==> src/design/pulsing_led_level_controller_unit_macros.svh <==
// Assertion macros used by the level controller's control module.
`ifndef PULSING_LED_LEVEL_CONTROLLER_UNIT_MACROS_SVH
`define PULSING_LED_LEVEL_CONTROLLER_UNIT_MACROS_SVH

// Check a property on every rising clock edge outside reset.
`define PLLD_ASSERT(lbl, prop) \
  lbl: assert property (@(posedge clk_i) disable iff (!rst_ni) (prop)) \
    else $error("plld assertion failed");

// Check that a condition in one cycle leads to another in the next.
`define PLLD_ASSERT_NEXT(lbl, ante, cons) \
  lbl: assert property (@(posedge clk_i) disable iff (!rst_ni) (ante) |=> (cons)) \
    else $error("plld assertion failed");

`endif

==> src/design/plld_pkg.sv <==
// Types and constants shared by the level controller modules.
package plld_pkg;

  localparam int unsigned CmdW      = 2;
  localparam int unsigned TimeW     = 32;
  localparam int unsigned ColorW    = 8;
  localparam int unsigned PeriodW   = 13;
  localparam int unsigned LimitW    = 17;
  localparam int unsigned LevelW    = 18;
  localparam int          LevelMax  = 131071;
  localparam int          LevelMin  = -131072;
  localparam int unsigned IdleMs    = 500;
  localparam int unsigned NumColors = 3;
  localparam int unsigned ColIdxW   = 2;

  // Shared divider sizes: 32-bit dividend, divisor up to twice the period.
  localparam int unsigned DivW      = 32;
  localparam int unsigned DivisorW  = PeriodW + 1;

  // APB port
  localparam int unsigned AddrW     = 4;
  localparam int unsigned DataW     = 32;

  localparam logic [PeriodW-1:0] PeriodReset = 13'd2000;
  localparam logic [LimitW-1:0]  LowerReset  = 17'd3277;
  localparam logic [LimitW-1:0]  UpperReset  = 17'd39322;
  localparam logic [LimitW-1:0]  GainReset   = 17'd65536;

  typedef enum logic [CmdW-1:0] {
    CMD_TICK  = 2'd0,
    CMD_START = 2'd1,
    CMD_STOP  = 2'd2,
    CMD_COLOR = 2'd3
  } cmd_e;

  typedef enum logic [1:0] {
    REG_PERIOD = 2'd0,
    REG_LOWER  = 2'd1,
    REG_UPPER  = 2'd2,
    REG_GAIN   = 2'd3
  } reg_idx_e;

  typedef struct packed {
    logic [PeriodW-1:0] period;
    logic [LimitW-1:0]  lower;
    logic [LimitW-1:0]  upper;
    logic [LimitW-1:0]  gain;
  } cfg_t;

  typedef struct packed {
    logic               load;
    logic               div_start;
    logic               div_map;
    logic               t_cap;
    logic               wave_cap;
    logic               upd;
    logic               lg_cap;
    logic               col_cap;
    logic [ColIdxW-1:0] col_idx;
    logic               out_load;
  } ctrl_cmd_t;

  typedef struct packed {
    cmd_e cmd;
    logic period_zero;
    logic div_done;
    logic out_busy;
  } dp_sts_t;

endpackage

==> src/design/plld_in_if.sv <==
// Input channel: command beat with time stamps and color.
interface plld_in_if;
  import plld_pkg::*;

  logic                valid;
  logic                ready;
  logic [CmdW-1:0]     command;
  logic [TimeW-1:0]    now_ms;
  logic [TimeW-1:0]    last_point_ms;
  logic [ColorW-1:0]   red_in;
  logic [ColorW-1:0]   green_in;
  logic [ColorW-1:0]   blue_in;

  modport source (
    output valid, command, now_ms, last_point_ms, red_in, green_in, blue_in,
    input  ready
  );

  modport sink (
    input  valid, command, now_ms, last_point_ms, red_in, green_in, blue_in,
    output ready
  );
endinterface

==> src/design/plld_out_if.sv <==
// Output channel: level, mode and scaled color beat.
interface plld_out_if;
  import plld_pkg::*;

  logic                     valid;
  logic                     ready;
  logic signed [LevelW-1:0] level_out;
  logic                     pulsing_out;
  logic [ColorW-1:0]        red_out;
  logic [ColorW-1:0]        green_out;
  logic [ColorW-1:0]        blue_out;

  modport source (
    output valid, level_out, pulsing_out, red_out, green_out, blue_out,
    input  ready
  );

  modport sink (
    input  valid, level_out, pulsing_out, red_out, green_out, blue_out,
    output ready
  );
endinterface

==> src/design/plld_regs.sv <==
// APB configuration register file.
module plld_regs (
  input  logic                       clk_i,
  input  logic                       rst_ni,
  input  logic                       psel,
  input  logic                       penable,
  input  logic                       pwrite,
  input  logic [plld_pkg::AddrW-1:0] paddr,
  input  logic [plld_pkg::DataW-1:0] pwdata,
  output logic [plld_pkg::DataW-1:0] prdata,
  output logic                       pready,
  output plld_pkg::cfg_t             cfg_o
);
  import plld_pkg::*;

  cfg_t     cfg_q, cfg_d;
  reg_idx_e idx;
  logic     wr_en;

  assign idx    = reg_idx_e'(paddr[AddrW-1:2]);
  assign wr_en  = psel && penable && pwrite;
  assign pready = 1'b1;
  assign cfg_o  = cfg_q;

  always_comb begin
    cfg_d = cfg_q;
    if (wr_en) begin
      unique case (idx)
        REG_PERIOD: cfg_d.period = pwdata[PeriodW-1:0];
        REG_LOWER:  cfg_d.lower  = pwdata[LimitW-1:0];
        REG_UPPER:  cfg_d.upper  = pwdata[LimitW-1:0];
        REG_GAIN:   cfg_d.gain   = pwdata[LimitW-1:0];
        default:    cfg_d = cfg_q;
      endcase
    end
  end

  always_comb begin
    unique case (idx)
      REG_PERIOD: prdata = DataW'(cfg_q.period);
      REG_LOWER:  prdata = DataW'(cfg_q.lower);
      REG_UPPER:  prdata = DataW'(cfg_q.upper);
      REG_GAIN:   prdata = DataW'(cfg_q.gain);
      default:    prdata = '0;
    endcase
  end

  always_ff @(posedge clk_i or negedge rst_ni) begin
    if (!rst_ni) begin
      cfg_q.period <= PeriodReset;
      cfg_q.lower  <= LowerReset;
      cfg_q.upper  <= UpperReset;
      cfg_q.gain   <= GainReset;
    end else begin
      cfg_q <= cfg_d;
    end
  end
endmodule

==> src/design/plld_div.sv <==
// Radix-2 restoring divider, one quotient bit per cycle.
module plld_div (
  input  logic                          clk_i,
  input  logic                          rst_ni,
  input  logic                          start_i,
  input  logic [plld_pkg::DivW-1:0]     dividend_i,
  input  logic [plld_pkg::DivisorW-1:0] divisor_i,
  output logic                          done_o,
  output logic [plld_pkg::DivW-1:0]     quo_o,
  output logic [plld_pkg::DivisorW-1:0] rem_o
);
  import plld_pkg::*;

  localparam int unsigned CntW = $clog2(DivW);

  logic                busy_q, busy_d;
  logic                done_q, done_d;
  logic [CntW-1:0]     cnt_q, cnt_d;
  logic [DivW-1:0]     quo_q, quo_d;
  logic [DivisorW-1:0] rem_q, rem_d;
  logic [DivisorW-1:0] dsr_q, dsr_d;
  logic [DivisorW:0]   rem_sh;
  logic [DivisorW:0]   rem_sub;
  logic                ge;

  assign rem_sh  = {rem_q, quo_q[DivW-1]};
  assign rem_sub = rem_sh - {1'b0, dsr_q};
  assign ge      = rem_sh >= {1'b0, dsr_q};

  always_comb begin
    busy_d = busy_q;
    done_d = 1'b0;
    cnt_d  = cnt_q;
    quo_d  = quo_q;
    rem_d  = rem_q;
    dsr_d  = dsr_q;
    if (start_i) begin
      busy_d = 1'b1;
      cnt_d  = '0;
      quo_d  = dividend_i;
      rem_d  = '0;
      dsr_d  = divisor_i;
    end else if (busy_q) begin
      // shift in the next dividend bit and subtract where it fits
      rem_d = ge ? rem_sub[DivisorW-1:0] : rem_sh[DivisorW-1:0];
      quo_d = {quo_q[DivW-2:0], ge};
      cnt_d = cnt_q + 1'b1;
      if (cnt_q == CntW'(DivW - 1)) begin
        busy_d = 1'b0;
        done_d = 1'b1;
      end
    end
  end

  always_ff @(posedge clk_i or negedge rst_ni) begin
    if (!rst_ni) begin
      busy_q <= 1'b0;
      done_q <= 1'b0;
      cnt_q  <= '0;
    end else begin
      busy_q <= busy_d;
      done_q <= done_d;
      cnt_q  <= cnt_d;
    end
  end

  always_ff @(posedge clk_i) begin
    quo_q <= quo_d;
    rem_q <= rem_d;
    dsr_q <= dsr_d;
  end

  assign done_o = done_q;
  assign quo_o  = quo_q;
  assign rem_o  = rem_q;
endmodule

==> src/design/plld_dp.sv <==
// Datapath: wave, level update, color scaling and output register.
module plld_dp #(
  parameter int unsigned TIME_BITS       = 32,
  parameter int unsigned LEVEL_FRAC_BITS = 16
) (
  input  logic                               clk_i,
  input  logic                               rst_ni,
  input  plld_pkg::cfg_t                     cfg_i,
  input  plld_pkg::ctrl_cmd_t                ctrl_i,
  output plld_pkg::dp_sts_t                  sts_o,
  input  logic [plld_pkg::CmdW-1:0]          command_i,
  input  logic [plld_pkg::TimeW-1:0]         now_ms_i,
  input  logic [plld_pkg::TimeW-1:0]         last_point_ms_i,
  input  logic [plld_pkg::ColorW-1:0]        red_i,
  input  logic [plld_pkg::ColorW-1:0]        green_i,
  input  logic [plld_pkg::ColorW-1:0]        blue_i,
  input  logic                               out_ready_i,
  output logic                               out_valid_o,
  output logic signed [plld_pkg::LevelW-1:0] level_o,
  output logic                               pulsing_o,
  output logic [plld_pkg::ColorW-1:0]        red_o,
  output logic [plld_pkg::ColorW-1:0]        green_o,
  output logic [plld_pkg::ColorW-1:0]        blue_o
);
  import plld_pkg::*;

  localparam int unsigned WideW     = LevelW + 2;
  localparam int unsigned TW        = PeriodW;
  localparam int unsigned ProdW     = LimitW + PeriodW;
  localparam int unsigned LgW       = 2 * LimitW;
  localparam int unsigned ColProdW  = ColorW + LgW;
  localparam int unsigned ColShift  = 2 * LEVEL_FRAC_BITS;
  localparam int unsigned DecayStep = ((1 << LEVEL_FRAC_BITS) + 50) / 100;
  localparam logic signed [WideW-1:0]  WideMax  = WideW'(LevelMax);
  localparam logic signed [WideW-1:0]  WideMin  = WideW'(LevelMin);
  localparam logic signed [LevelW-1:0] LevelOne = (LEVEL_FRAC_BITS >= LevelW - 1) ?
                                                  LevelW'(LevelMax) :
                                                  LevelW'(1 << LEVEL_FRAC_BITS);

  function automatic logic signed [LevelW-1:0] sat_lvl(input logic signed [WideW-1:0] v);
    logic signed [LevelW-1:0] r;
    if (v > WideMax) begin
      r = LevelW'(LevelMax);
    end else if (v < WideMin) begin
      r = LevelW'(LevelMin);
    end else begin
      r = v[LevelW-1:0];
    end
    return r;
  endfunction

  // input beat
  cmd_e                cmd_q;
  logic [TimeW-1:0]    now_q;
  logic [TimeW-1:0]    last_q;
  logic [ColorW-1:0]   rin_q, gin_q, bin_q;

  // working state
  logic signed [LevelW-1:0] level_q, level_d;
  logic                     pulsing_q, pulsing_d;
  logic signed [LevelW-1:0] wave_q;
  logic [ProdW-1:0]         prod_mag_q;
  logic                     prod_neg_q;
  logic [LgW-1:0]           lg_q;
  logic [ColorW-1:0]        colr_q, colg_q, colb_q;

  // output register
  logic                     out_valid_q, out_valid_d;
  logic signed [LevelW-1:0] out_level_q;
  logic                     out_pulsing_q;
  logic [ColorW-1:0]        out_r_q, out_g_q, out_b_q;

  // divider
  logic [DivW-1:0]     div_dividend;
  logic [DivisorW-1:0] div_divisor;
  logic                div_done;
  logic [DivW-1:0]     div_quo;
  logic [DivisorW-1:0] div_rem;

  assign div_dividend = ctrl_i.div_map ? DivW'(prod_mag_q) : now_q;
  assign div_divisor  = ctrl_i.div_map ? {1'b0, cfg_i.period} : {cfg_i.period, 1'b0};

  plld_div u_div (
    .clk_i      (clk_i),
    .rst_ni     (rst_ni),
    .start_i    (ctrl_i.div_start),
    .dividend_i (div_dividend),
    .divisor_i  (div_divisor),
    .done_o     (div_done),
    .quo_o      (div_quo),
    .rem_o      (div_rem)
  );

  // triangle phase and slope product
  logic [DivisorW-1:0]      per_ext;
  logic [DivisorW-1:0]      t_full;
  logic [TW-1:0]            t_val;
  logic signed [LevelW-1:0] diff;
  logic [LevelW-1:0]        diff_abs;
  logic [ProdW-1:0]         prod;

  assign per_ext  = {1'b0, cfg_i.period};
  assign t_full   = (div_rem >= per_ext) ? (div_rem - per_ext) : (per_ext - div_rem);
  assign t_val    = t_full[TW-1:0];
  assign diff     = $signed({1'b0, cfg_i.upper}) - $signed({1'b0, cfg_i.lower});
  assign diff_abs = diff[LevelW-1] ? LevelW'(-diff) : LevelW'(diff);
  assign prod     = diff_abs[LimitW-1:0] * t_val;

  // wave from quotient, truncated toward zero
  logic signed [WideW-1:0] lo_w;
  logic signed [WideW-1:0] q_w;
  logic signed [WideW-1:0] wave_sum;

  assign lo_w     = $signed(WideW'(cfg_i.lower));
  assign q_w      = $signed(WideW'(div_quo[LimitW-1:0]));
  assign wave_sum = prod_neg_q ? (lo_w - q_w) : (lo_w + q_w);

  // level update
  logic [TIME_BITS-1:0]     elapsed;
  logic signed [WideW-1:0]  lvl_w;
  logic signed [WideW-1:0]  dec_w;
  logic signed [LevelW-1:0] dec_lvl;

  assign elapsed = TIME_BITS'(now_q) - TIME_BITS'(last_q);
  assign lvl_w   = {{(WideW - LevelW){level_q[LevelW-1]}}, level_q};
  assign dec_w   = lvl_w - $signed(WideW'(DecayStep));
  assign dec_lvl = sat_lvl(dec_w);

  always_comb begin
    level_d   = level_q;
    pulsing_d = pulsing_q;
    unique case (cmd_q)
      CMD_TICK: begin
        if (!pulsing_q && (elapsed > TIME_BITS'(IdleMs))) begin
          level_d = dec_lvl;
          if (dec_lvl < wave_q) pulsing_d = 1'b1;
        end
        if (pulsing_d) level_d = wave_q;
      end
      CMD_START: pulsing_d = 1'b1;
      CMD_STOP: begin
        pulsing_d = 1'b0;
        level_d   = LevelOne;
      end
      CMD_COLOR: level_d = level_q;
      default:   level_d = level_q;
    endcase
  end

  // color scaling, one channel per cycle
  logic [ColorW-1:0]   col_in;
  logic [ColProdW-1:0] col_prod;
  logic [ColProdW-1:0] col_shift;
  logic [ColorW-1:0]   col_val;
  logic                level_pos;

  always_comb begin
    unique case (ctrl_i.col_idx)
      ColIdxW'(0): col_in = rin_q;
      ColIdxW'(1): col_in = gin_q;
      ColIdxW'(2): col_in = bin_q;
      default:     col_in = '0;
    endcase
  end

  assign level_pos = !level_q[LevelW-1] && (level_q != '0);
  assign col_prod  = col_in * lg_q;
  assign col_shift = col_prod >> ColShift;
  assign col_val   = !level_pos ? '0 :
                     (col_shift > ColProdW'({ColorW{1'b1}})) ? {ColorW{1'b1}} :
                     col_shift[ColorW-1:0];

  always_ff @(posedge clk_i) begin
    if (ctrl_i.load) begin
      cmd_q  <= cmd_e'(command_i);
      now_q  <= now_ms_i;
      last_q <= last_point_ms_i;
      rin_q  <= red_i;
      gin_q  <= green_i;
      bin_q  <= blue_i;
      // a zero period leaves the wave at the lower limit
      wave_q <= $signed({1'b0, cfg_i.lower});
      colr_q <= '0;
      colg_q <= '0;
      colb_q <= '0;
    end
    if (ctrl_i.t_cap) begin
      prod_mag_q <= prod;
      prod_neg_q <= diff[LevelW-1];
    end
    if (ctrl_i.wave_cap) wave_q <= sat_lvl(wave_sum);
    if (ctrl_i.lg_cap) lg_q <= level_q[LimitW-1:0] * cfg_i.gain;
    if (ctrl_i.col_cap) begin
      unique case (ctrl_i.col_idx)
        ColIdxW'(0): colr_q <= col_val;
        ColIdxW'(1): colg_q <= col_val;
        default:     colb_q <= col_val;
      endcase
    end
    if (ctrl_i.out_load) begin
      out_level_q   <= level_q;
      out_pulsing_q <= pulsing_q;
      out_r_q       <= colr_q;
      out_g_q       <= colg_q;
      out_b_q       <= colb_q;
    end
  end

  always_comb begin
    out_valid_d = out_valid_q;
    if (ctrl_i.out_load) begin
      out_valid_d = 1'b1;
    end else if (out_ready_i) begin
      out_valid_d = 1'b0;
    end
  end

  always_ff @(posedge clk_i or negedge rst_ni) begin
    if (!rst_ni) begin
      level_q     <= '0;
      pulsing_q   <= 1'b1;
      out_valid_q <= 1'b0;
    end else begin
      if (ctrl_i.upd) begin
        level_q   <= level_d;
        pulsing_q <= pulsing_d;
      end
      out_valid_q <= out_valid_d;
    end
  end

  assign sts_o.cmd         = cmd_q;
  assign sts_o.period_zero = (cfg_i.period == '0);
  assign sts_o.div_done    = div_done;
  assign sts_o.out_busy    = out_valid_q && !out_ready_i;

  assign out_valid_o = out_valid_q;
  assign level_o     = out_level_q;
  assign pulsing_o   = out_pulsing_q;
  assign red_o       = out_r_q;
  assign green_o     = out_g_q;
  assign blue_o      = out_b_q;
endmodule

==> src/design/plld_ctrl.sv <==
// Controller: sequences one beat through the datapath.
module plld_ctrl (
  input  logic                clk_i,
  input  logic                rst_ni,
  input  logic                in_valid_i,
  output logic                in_ready_o,
  input  plld_pkg::dp_sts_t   sts_i,
  output plld_pkg::ctrl_cmd_t ctrl_o
);
  import plld_pkg::*;

  `include "pulsing_led_level_controller_unit_macros.svh"

  typedef enum logic [11:0] {
    S_IDLE = 12'b0000_0000_0001,
    S_DISP = 12'b0000_0000_0010,
    S_MOD  = 12'b0000_0000_0100,
    S_MODW = 12'b0000_0000_1000,
    S_TCAP = 12'b0000_0001_0000,
    S_MAP  = 12'b0000_0010_0000,
    S_MAPW = 12'b0000_0100_0000,
    S_WAVE = 12'b0000_1000_0000,
    S_UPD  = 12'b0001_0000_0000,
    S_LG   = 12'b0010_0000_0000,
    S_COL  = 12'b0100_0000_0000,
    S_OUT  = 12'b1000_0000_0000
  } state_e;

  state_e             state_q, state_d;
  logic [ColIdxW-1:0] chan_q, chan_d;

  always_comb begin
    state_d    = state_q;
    chan_d     = chan_q;
    in_ready_o = 1'b0;
    ctrl_o     = '0;
    ctrl_o.col_idx = chan_q;
    unique case (state_q)
      S_IDLE: begin
        in_ready_o = 1'b1;
        if (in_valid_i) begin
          ctrl_o.load = 1'b1;
          state_d     = S_DISP;
        end
      end
      S_DISP: begin
        unique case (sts_i.cmd)
          CMD_TICK:  state_d = sts_i.period_zero ? S_UPD : S_MOD;
          CMD_START: state_d = S_UPD;
          CMD_STOP:  state_d = S_UPD;
          CMD_COLOR: state_d = S_LG;
          default:   state_d = S_UPD;
        endcase
      end
      S_MOD: begin
        ctrl_o.div_start = 1'b1;
        state_d          = S_MODW;
      end
      S_MODW: begin
        if (sts_i.div_done) state_d = S_TCAP;
      end
      S_TCAP: begin
        ctrl_o.t_cap = 1'b1;
        state_d      = S_MAP;
      end
      S_MAP: begin
        ctrl_o.div_start = 1'b1;
        ctrl_o.div_map   = 1'b1;
        state_d          = S_MAPW;
      end
      S_MAPW: begin
        if (sts_i.div_done) state_d = S_WAVE;
      end
      S_WAVE: begin
        ctrl_o.wave_cap = 1'b1;
        state_d         = S_UPD;
      end
      S_UPD: begin
        ctrl_o.upd = 1'b1;
        state_d    = S_OUT;
      end
      S_LG: begin
        ctrl_o.lg_cap = 1'b1;
        chan_d        = '0;
        state_d       = S_COL;
      end
      S_COL: begin
        ctrl_o.col_cap = 1'b1;
        if (chan_q == ColIdxW'(NumColors - 1)) begin
          chan_d  = '0;
          state_d = S_OUT;
        end else begin
          chan_d = chan_q + 1'b1;
        end
      end
      S_OUT: begin
        // hold until the output register is free
        if (!sts_i.out_busy) begin
          ctrl_o.out_load = 1'b1;
          state_d         = S_IDLE;
        end
      end
      default: state_d = S_IDLE;
    endcase
  end

  always_ff @(posedge clk_i or negedge rst_ni) begin
    if (!rst_ni) begin
      state_q <= S_IDLE;
      chan_q  <= '0;
    end else begin
      state_q <= state_d;
      chan_q  <= chan_d;
    end
  end

  `PLLD_ASSERT_NEXT(a_one_beat_at_a_time, in_valid_i && in_ready_o, !in_ready_o)
  `PLLD_ASSERT(a_div_done_when_waiting, !sts_i.div_done || state_q == S_MODW || state_q == S_MAPW)
  `PLLD_ASSERT(a_color_only_for_color_cmd, !ctrl_o.col_cap || sts_i.cmd == CMD_COLOR)
endmodule

==> src/design/pulsing_led_level_controller_unit.sv <==
// Tick: the result is set by two 32-step passes of the shared divider, skipped for a zero period.
// Start and stop go straight to the level update. Color: one channel multiply per cycle.
// One beat in flight; the next beat is taken in the cycle after the result is loaded,
// while that result may still wait in the output register.
// Reset (async, active low): level 0, pulsing on, registers at their defaults.
module pulsing_led_level_controller_unit #(
  parameter int unsigned TIME_BITS       = 32,
  parameter int unsigned LEVEL_FRAC_BITS = 16
) (
  input  logic                       clk_i,
  input  logic                       rst_ni,
  plld_in_if.sink                    in_i,
  plld_out_if.source                 out_o,
  input  logic                       psel,
  input  logic                       penable,
  input  logic                       pwrite,
  input  logic [plld_pkg::AddrW-1:0] paddr,
  input  logic [plld_pkg::DataW-1:0] pwdata,
  output logic [plld_pkg::DataW-1:0] prdata,
  output logic                       pready
);
  import plld_pkg::*;

  cfg_t      cfg;
  ctrl_cmd_t ctrl;
  dp_sts_t   sts;
  logic      in_ready;

  plld_regs u_regs (
    .clk_i   (clk_i),
    .rst_ni  (rst_ni),
    .psel    (psel),
    .penable (penable),
    .pwrite  (pwrite),
    .paddr   (paddr),
    .pwdata  (pwdata),
    .prdata  (prdata),
    .pready  (pready),
    .cfg_o   (cfg)
  );

  plld_ctrl u_ctrl (
    .clk_i      (clk_i),
    .rst_ni     (rst_ni),
    .in_valid_i (in_i.valid),
    .in_ready_o (in_ready),
    .sts_i      (sts),
    .ctrl_o     (ctrl)
  );

  plld_dp #(
    .TIME_BITS       (TIME_BITS),
    .LEVEL_FRAC_BITS (LEVEL_FRAC_BITS)
  ) u_dp (
    .clk_i           (clk_i),
    .rst_ni          (rst_ni),
    .cfg_i           (cfg),
    .ctrl_i          (ctrl),
    .sts_o           (sts),
    .command_i       (in_i.command),
    .now_ms_i        (in_i.now_ms),
    .last_point_ms_i (in_i.last_point_ms),
    .red_i           (in_i.red_in),
    .green_i         (in_i.green_in),
    .blue_i          (in_i.blue_in),
    .out_ready_i     (out_o.ready),
    .out_valid_o     (out_o.valid),
    .level_o         (out_o.level_out),
    .pulsing_o       (out_o.pulsing_out),
    .red_o           (out_o.red_out),
    .green_o         (out_o.green_out),
    .blue_o          (out_o.blue_out)
  );

  assign in_i.ready = in_ready;
endmodule

==> src/flat_wrapper.sv <==
// flat-port wrapper written by rule: the top's interface ports become plain ports
module pulsing_led_level_controller_unit_flat import plld_pkg::*;
#(
  parameter int unsigned TIME_BITS       = 32,
  parameter int unsigned LEVEL_FRAC_BITS = 16
)
  (clk_i, rst_ni, psel, penable, pwrite, paddr, pwdata, prdata, pready, in_i_valid, in_i_command, in_i_now_ms, in_i_last_point_ms, in_i_red_in, in_i_green_in, in_i_blue_in, in_i_ready, out_o_valid, out_o_level_out, out_o_pulsing_out, out_o_red_out, out_o_green_out, out_o_blue_out, out_o_ready);
  plld_in_if in_i_i ();
  plld_out_if out_o_i ();
  input  logic clk_i;
  input  logic rst_ni;
  input  logic psel;
  input  logic penable;
  input  logic pwrite;
  input  logic [plld_pkg::AddrW-1:0] paddr;
  input  logic [plld_pkg::DataW-1:0] pwdata;
  output logic [plld_pkg::DataW-1:0] prdata;
  output logic pready;
  input wire logic [$bits(in_i_i.valid)-1:0] in_i_valid;
  input wire logic [$bits(in_i_i.command)-1:0] in_i_command;
  input wire logic [$bits(in_i_i.now_ms)-1:0] in_i_now_ms;
  input wire logic [$bits(in_i_i.last_point_ms)-1:0] in_i_last_point_ms;
  input wire logic [$bits(in_i_i.red_in)-1:0] in_i_red_in;
  input wire logic [$bits(in_i_i.green_in)-1:0] in_i_green_in;
  input wire logic [$bits(in_i_i.blue_in)-1:0] in_i_blue_in;
  output wire logic [$bits(in_i_i.ready)-1:0] in_i_ready;
  output wire logic [$bits(out_o_i.valid)-1:0] out_o_valid;
  output wire logic [$bits(out_o_i.level_out)-1:0] out_o_level_out;
  output wire logic [$bits(out_o_i.pulsing_out)-1:0] out_o_pulsing_out;
  output wire logic [$bits(out_o_i.red_out)-1:0] out_o_red_out;
  output wire logic [$bits(out_o_i.green_out)-1:0] out_o_green_out;
  output wire logic [$bits(out_o_i.blue_out)-1:0] out_o_blue_out;
  input wire logic [$bits(out_o_i.ready)-1:0] out_o_ready;
  assign in_i_i.valid = in_i_valid;
  assign in_i_i.command = in_i_command;
  assign in_i_i.now_ms = in_i_now_ms;
  assign in_i_i.last_point_ms = in_i_last_point_ms;
  assign in_i_i.red_in = in_i_red_in;
  assign in_i_i.green_in = in_i_green_in;
  assign in_i_i.blue_in = in_i_blue_in;
  assign in_i_ready = in_i_i.ready;
  assign out_o_valid = out_o_i.valid;
  assign out_o_level_out = out_o_i.level_out;
  assign out_o_pulsing_out = out_o_i.pulsing_out;
  assign out_o_red_out = out_o_i.red_out;
  assign out_o_green_out = out_o_i.green_out;
  assign out_o_blue_out = out_o_i.blue_out;
  assign out_o_i.ready = out_o_ready;
  pulsing_led_level_controller_unit #(.TIME_BITS(TIME_BITS), .LEVEL_FRAC_BITS(LEVEL_FRAC_BITS)) u_core (.clk_i(clk_i), .rst_ni(rst_ni), .in_i(in_i_i), .out_o(out_o_i), .psel(psel), .penable(penable), .pwrite(pwrite), .paddr(paddr), .pwdata(pwdata), .prdata(prdata), .pready(pready));
endmodule
==> config.mk <==
export PLATFORM = sky130hd
export DESIGN_NAME = pulsing_led_level_controller_unit_flat
export DESIGN_NICKNAME = d
export VERILOG_FILES = /design/src/design/plld_pkg.sv /design/src/design/plld_in_if.sv /design/src/design/plld_out_if.sv /design/src/design/plld_regs.sv /design/src/design/plld_div.sv /design/src/design/plld_dp.sv /design/src/design/plld_ctrl.sv /design/src/design/pulsing_led_level_controller_unit.sv /design/src/flat_wrapper.sv
export VERILOG_INCLUDE_DIRS = /design/src /design/src/design
export SDC_FILE = /design/constraint.sdc
export NUM_CORES = 2
export LEC_CHECK = 0
export BUFFER_PORTS_ARGS = -buffer_cell sky130_fd_sc_hd__buf_4
export CORE_MARGIN = 2
export CORE_UTILIZATION = 55
export DETAILED_ROUTE_END_ITERATION = 6
export MAX_ROUTING_LAYER = met4
export PLACE_DENSITY = 0.71
export SYNTH_ARGS = -nofsm -noshare
export SYNTH_HDL_FRONTEND = slang
export SYNTH_SLANG_ARGS = --single-unit
==> constraint.sdc <==
create_clock -name clk_i -period 8.6 [get_ports clk_i]
set_input_delay 1.72 -clock clk_i [delete_from_list [all_inputs] [get_ports clk_i]]
set_output_delay 1.72 -clock clk_i [all_outputs]
set_load 0.02 [all_outputs]
==> flow_metrics.tcl <==
set metrics [dict create \
    outcome "complete, no violations" \
    die_area_sq_mm 0.0867 \
    tritoncts_num_sinks 405 \
    synth-simple-area-share 0.152 \
    synth_compound_gate_area_share 0.0893 \
    endpoint_kind "register" \
    grt_remaining_overflow 0 \
    final_core_util 0.620 \
    drt-vias-per-instance 5.52 \
    cts.htree.levels 2 \
    synthesis.yosys.warnings 0 \
    startpoint_type "register" \
    synth_edf_count 262 \
    die_height_um 295 \
    drive_above_1_share 0.125 \
    post_synth_mux_area_share 0.0392 \
    area_grow_syn2layout_pct 11.6 \
    synth_cells 4848 \
    synth_async_reset_ratio 0.259 \
    synth_xor_xnor_area_share 0.0313 \
    grt_antenna_before_repair 0 \
    cts_buffers 48 \
    synth_cell_area_sq_mm 0.0464 \
    core_area_sq_mm 0.0836 \
    chipWidth_um 295 \
    drcViolationCount 0 \
    first_global_vias 35300 \
    ys_top_cells_by_count "inv_1 (847), fa_1 (587), nand2_1 (490)" \
    cp_data_arrival_time_ns 8.66 \
    synth.lib_cells_used.distinct 89 \
    path_max_fanout 8 \
    netlist.area_leader.share 0.253 \
    clock_tree.root_cell "clkbuf_16" \
    clock_tree_from_tritoncts "done" \
    synth.avg_cell_area_sq_um 9.57 \
    timing.final.hold_violations 0 \
    worst_pin_slew_ns 1.14 \
    post_drt_wl_per_cell_um 18.5 \
    std_cell_rows 106 \
    crit_path_frequent_cell "fa_1" \
    adder_cell_share_of_the_synthesized_area 0.358 \
    largest_family_of_logic_cells_by_synthesized_area "adder cells" \
    critical-path-slowest-cell "dfstp_2" \
    synth_area_leaders "fa_1 (25%), edfxtp_1 (17%), ha_1 (10%)" \
    drt_iter0_drc 2051 \
    via_count 34300 \
    critical-path-max-stage-delay_ns 0.60 \
    clk_path_buf_depth 3 \
    timing.clock.skew_ns 0.0319 \
    pin_count_of_the_biggest_net_entering_global_routing 69 \
    placed_cells 6102 \
    clk_transition_reported_paths_ns 0.06 \
    min_path_type "register to register" \
    worst_skew_pair.late_latency_ns 0.61 \
    ys_dominant_reg_cell "edfxtp_1" \
    min_period_ns 8.30 \
    hold-worst-slack_ns 0.430 \
    fillers 7001 \
    final_net_count 6197 \
    synth_sequential_area_ratio 0.243 \
    pin_count 211 \
    finalSetupViolCount 0 \
    number_of_synthesized_register_bits 405 \
    gp_routability_congestion 0.972 \
    fin_cells 6206 \
    synth_most_common_cell "inv_1" \
    first_pass_drt_iterations 5 \
    maxClockFrequency_ghz 0.121 \
    slew_violations 0 \
    period_share 0.965 \
    critical_path_required_time_ns 8.97 \
    hpwl_reported_at_the_end_of_detailed_placement_um 93100 \
    rsz0062_at_grt "yes" \
    maxCapViolCount 0 \
    globalRouteTotalUtil 0.279 \
    buffer_ports.inserted 177 \
    totalWireLength_um 115000 \
    critPathKind "register to register" \
    start_util 0.555 \
    synth_top_cell_by_area "fa_1" \
    grt_first_pass_wirelength_um 186000 \
    cts_hold_bufs 0 \
    drtAntennaViolNets 0 \
    insertedDiodeCount 0 \
    worst_slew_margin_rel 0.236 \
]
cell type report:
| type | count | area (sq um) | area share |
|---|---|---|---|
| multi-input cells | 3414 | 31500 | 0.609 |
| flip-flops and latches | 405 | 11300 | 0.218 |
| inverters | 849 | 3190 | 0.0616 |
| repair buffers | 370 | 2830 | 0.0547 |
| clock buffers | 66 | 1370 | 0.0265 |
| well taps | 1080 | 1350 | 0.0261 |
| clock inverters | 22 | 229 | 0.00442 |
timing repair:
item | in CTS | in global routing
pin swaps | 0 | 15
buffers inserted | 0 | 16
resized for setup | 1 | 54
setup endpoints to repair | 1 | 10
metal layers:
layer	vias up	part of all wire	GRT usage
met4	0	0.055	0.130
met1	17000	0.40	0.335
li1	16100	-	-
met3	255	0.045	0.0276
met5	-	0	-
met2	917	0.50	0.475
worst max-delay path: cells and delay by family, from the launching register on:
family | cells | cell delay (ns)
buffers and inverters | 6 | 0.72
and+or+nand+nor | 8 | 1.15
muxes | 1 | 0.35
adders and majority gates | 7 | 3.07
DFF | 1 | 0.60
AOI/OAI and AO/OA | 10 | 2.04
xor gates and xnor gates | 1 | 0.12
registers in the layout, summed over array words and instances, names as in the netlist, 12 cells and up:
signal,count
u_core.u_dp.now_q,32
u_core.u_dp.last_q,32
u_core.u_dp.u_div.quo_o,32
u_core.u_dp.u_div.dsr_q,14
u_core.u_regs.cfg_o,64
u_core.u_dp.level_o,18
u_core.u_ctrl.state_q,12
u_core.u_dp.wave_q,18
u_core.u_dp.lg_q,34
u_core.u_dp.u_div.rem_o,14
u_core.u_dp.level_q,18
u_core.u_dp.prod_mag_q,30
worst paths after layout:
kind | startpoint | to | slack (ns) | cells past startpoint
hold / removal | u_core.u_dp.colg_q[7] | u_core.u_dp.green_o[7] | 0.43 | 0
setup reg to reg | u_core.u_regs.cfg_o[55] | u_core.u_dp.prod_mag_q[29] | 0.30 | 33
setup / recovery | u_core.u_regs.cfg_o[55] | u_core.u_dp.prod_mag_q[29] | 0.30 | 33
hold reg to reg | u_core.u_dp.colg_q[7] | u_core.u_dp.green_o[7] | 0.43 | 0
min in group asynchronous | rst_ni | u_core.u_regs.cfg_o[43] | 1.09 | 1
max in group asynchronous | rst_ni | u_core.u_ctrl.state_q[1] | 6.16 | 2
through the flow:
| step | setup TNS [ns] | worst slack (ns) | area, sq um |
|---|---|---|---|
| floorplan | 0 | 0.365 | 46500 |
| global placement | -0.0158 | -0.0158 | 49800 |
| detailed placement | -0.0227 | -0.0227 | 49800 |
| CTS | 0 | 0.0349 | 51400 |
| global route | -0.0829 | -0.0460 | 51800 |
| finish | 0 | 0.304 | 51800 |
cell families (layout without fill, tap and decap cells):
kind of cell	count (synthesis)	after routing
other	2	16
AND/OR/NAND/NOR	1445	1445
buffers and inverters	1043	1307
AO/OA/AOI/OAI	653	653
adder cells (fa/ha/maj)	976	976
flip-flops	405	405
multiplexers	158	158
XOR/XNOR	166	166
placed cells by master (no fill, tap or decap), drive strengths merged, types with 16 or more instances in the layout:
master,count
inv,853
fa,587
nand2,490
ha,389
buf,370
and2,340
nor2,288
edfxtp,262
a21oi,185
o21ai,169
xnor2,111
mux2i,83
dfrtp,81
clkbuf,66
mux2,62
nor3,57
xor2,55
a21o,52
nand2b,48
nand3,38
dfxtp,38
a31oi,33
nor2b,32
o21a,27
or2,26
dfstp,24
nand4,23
o211ai,23
or3,18
and3,17
a211oi,16
conb,16
nor3b,16
Power is not shown: default switching activity piles up to over one toggle a cycle in this logic, so the estimate is an artifact.
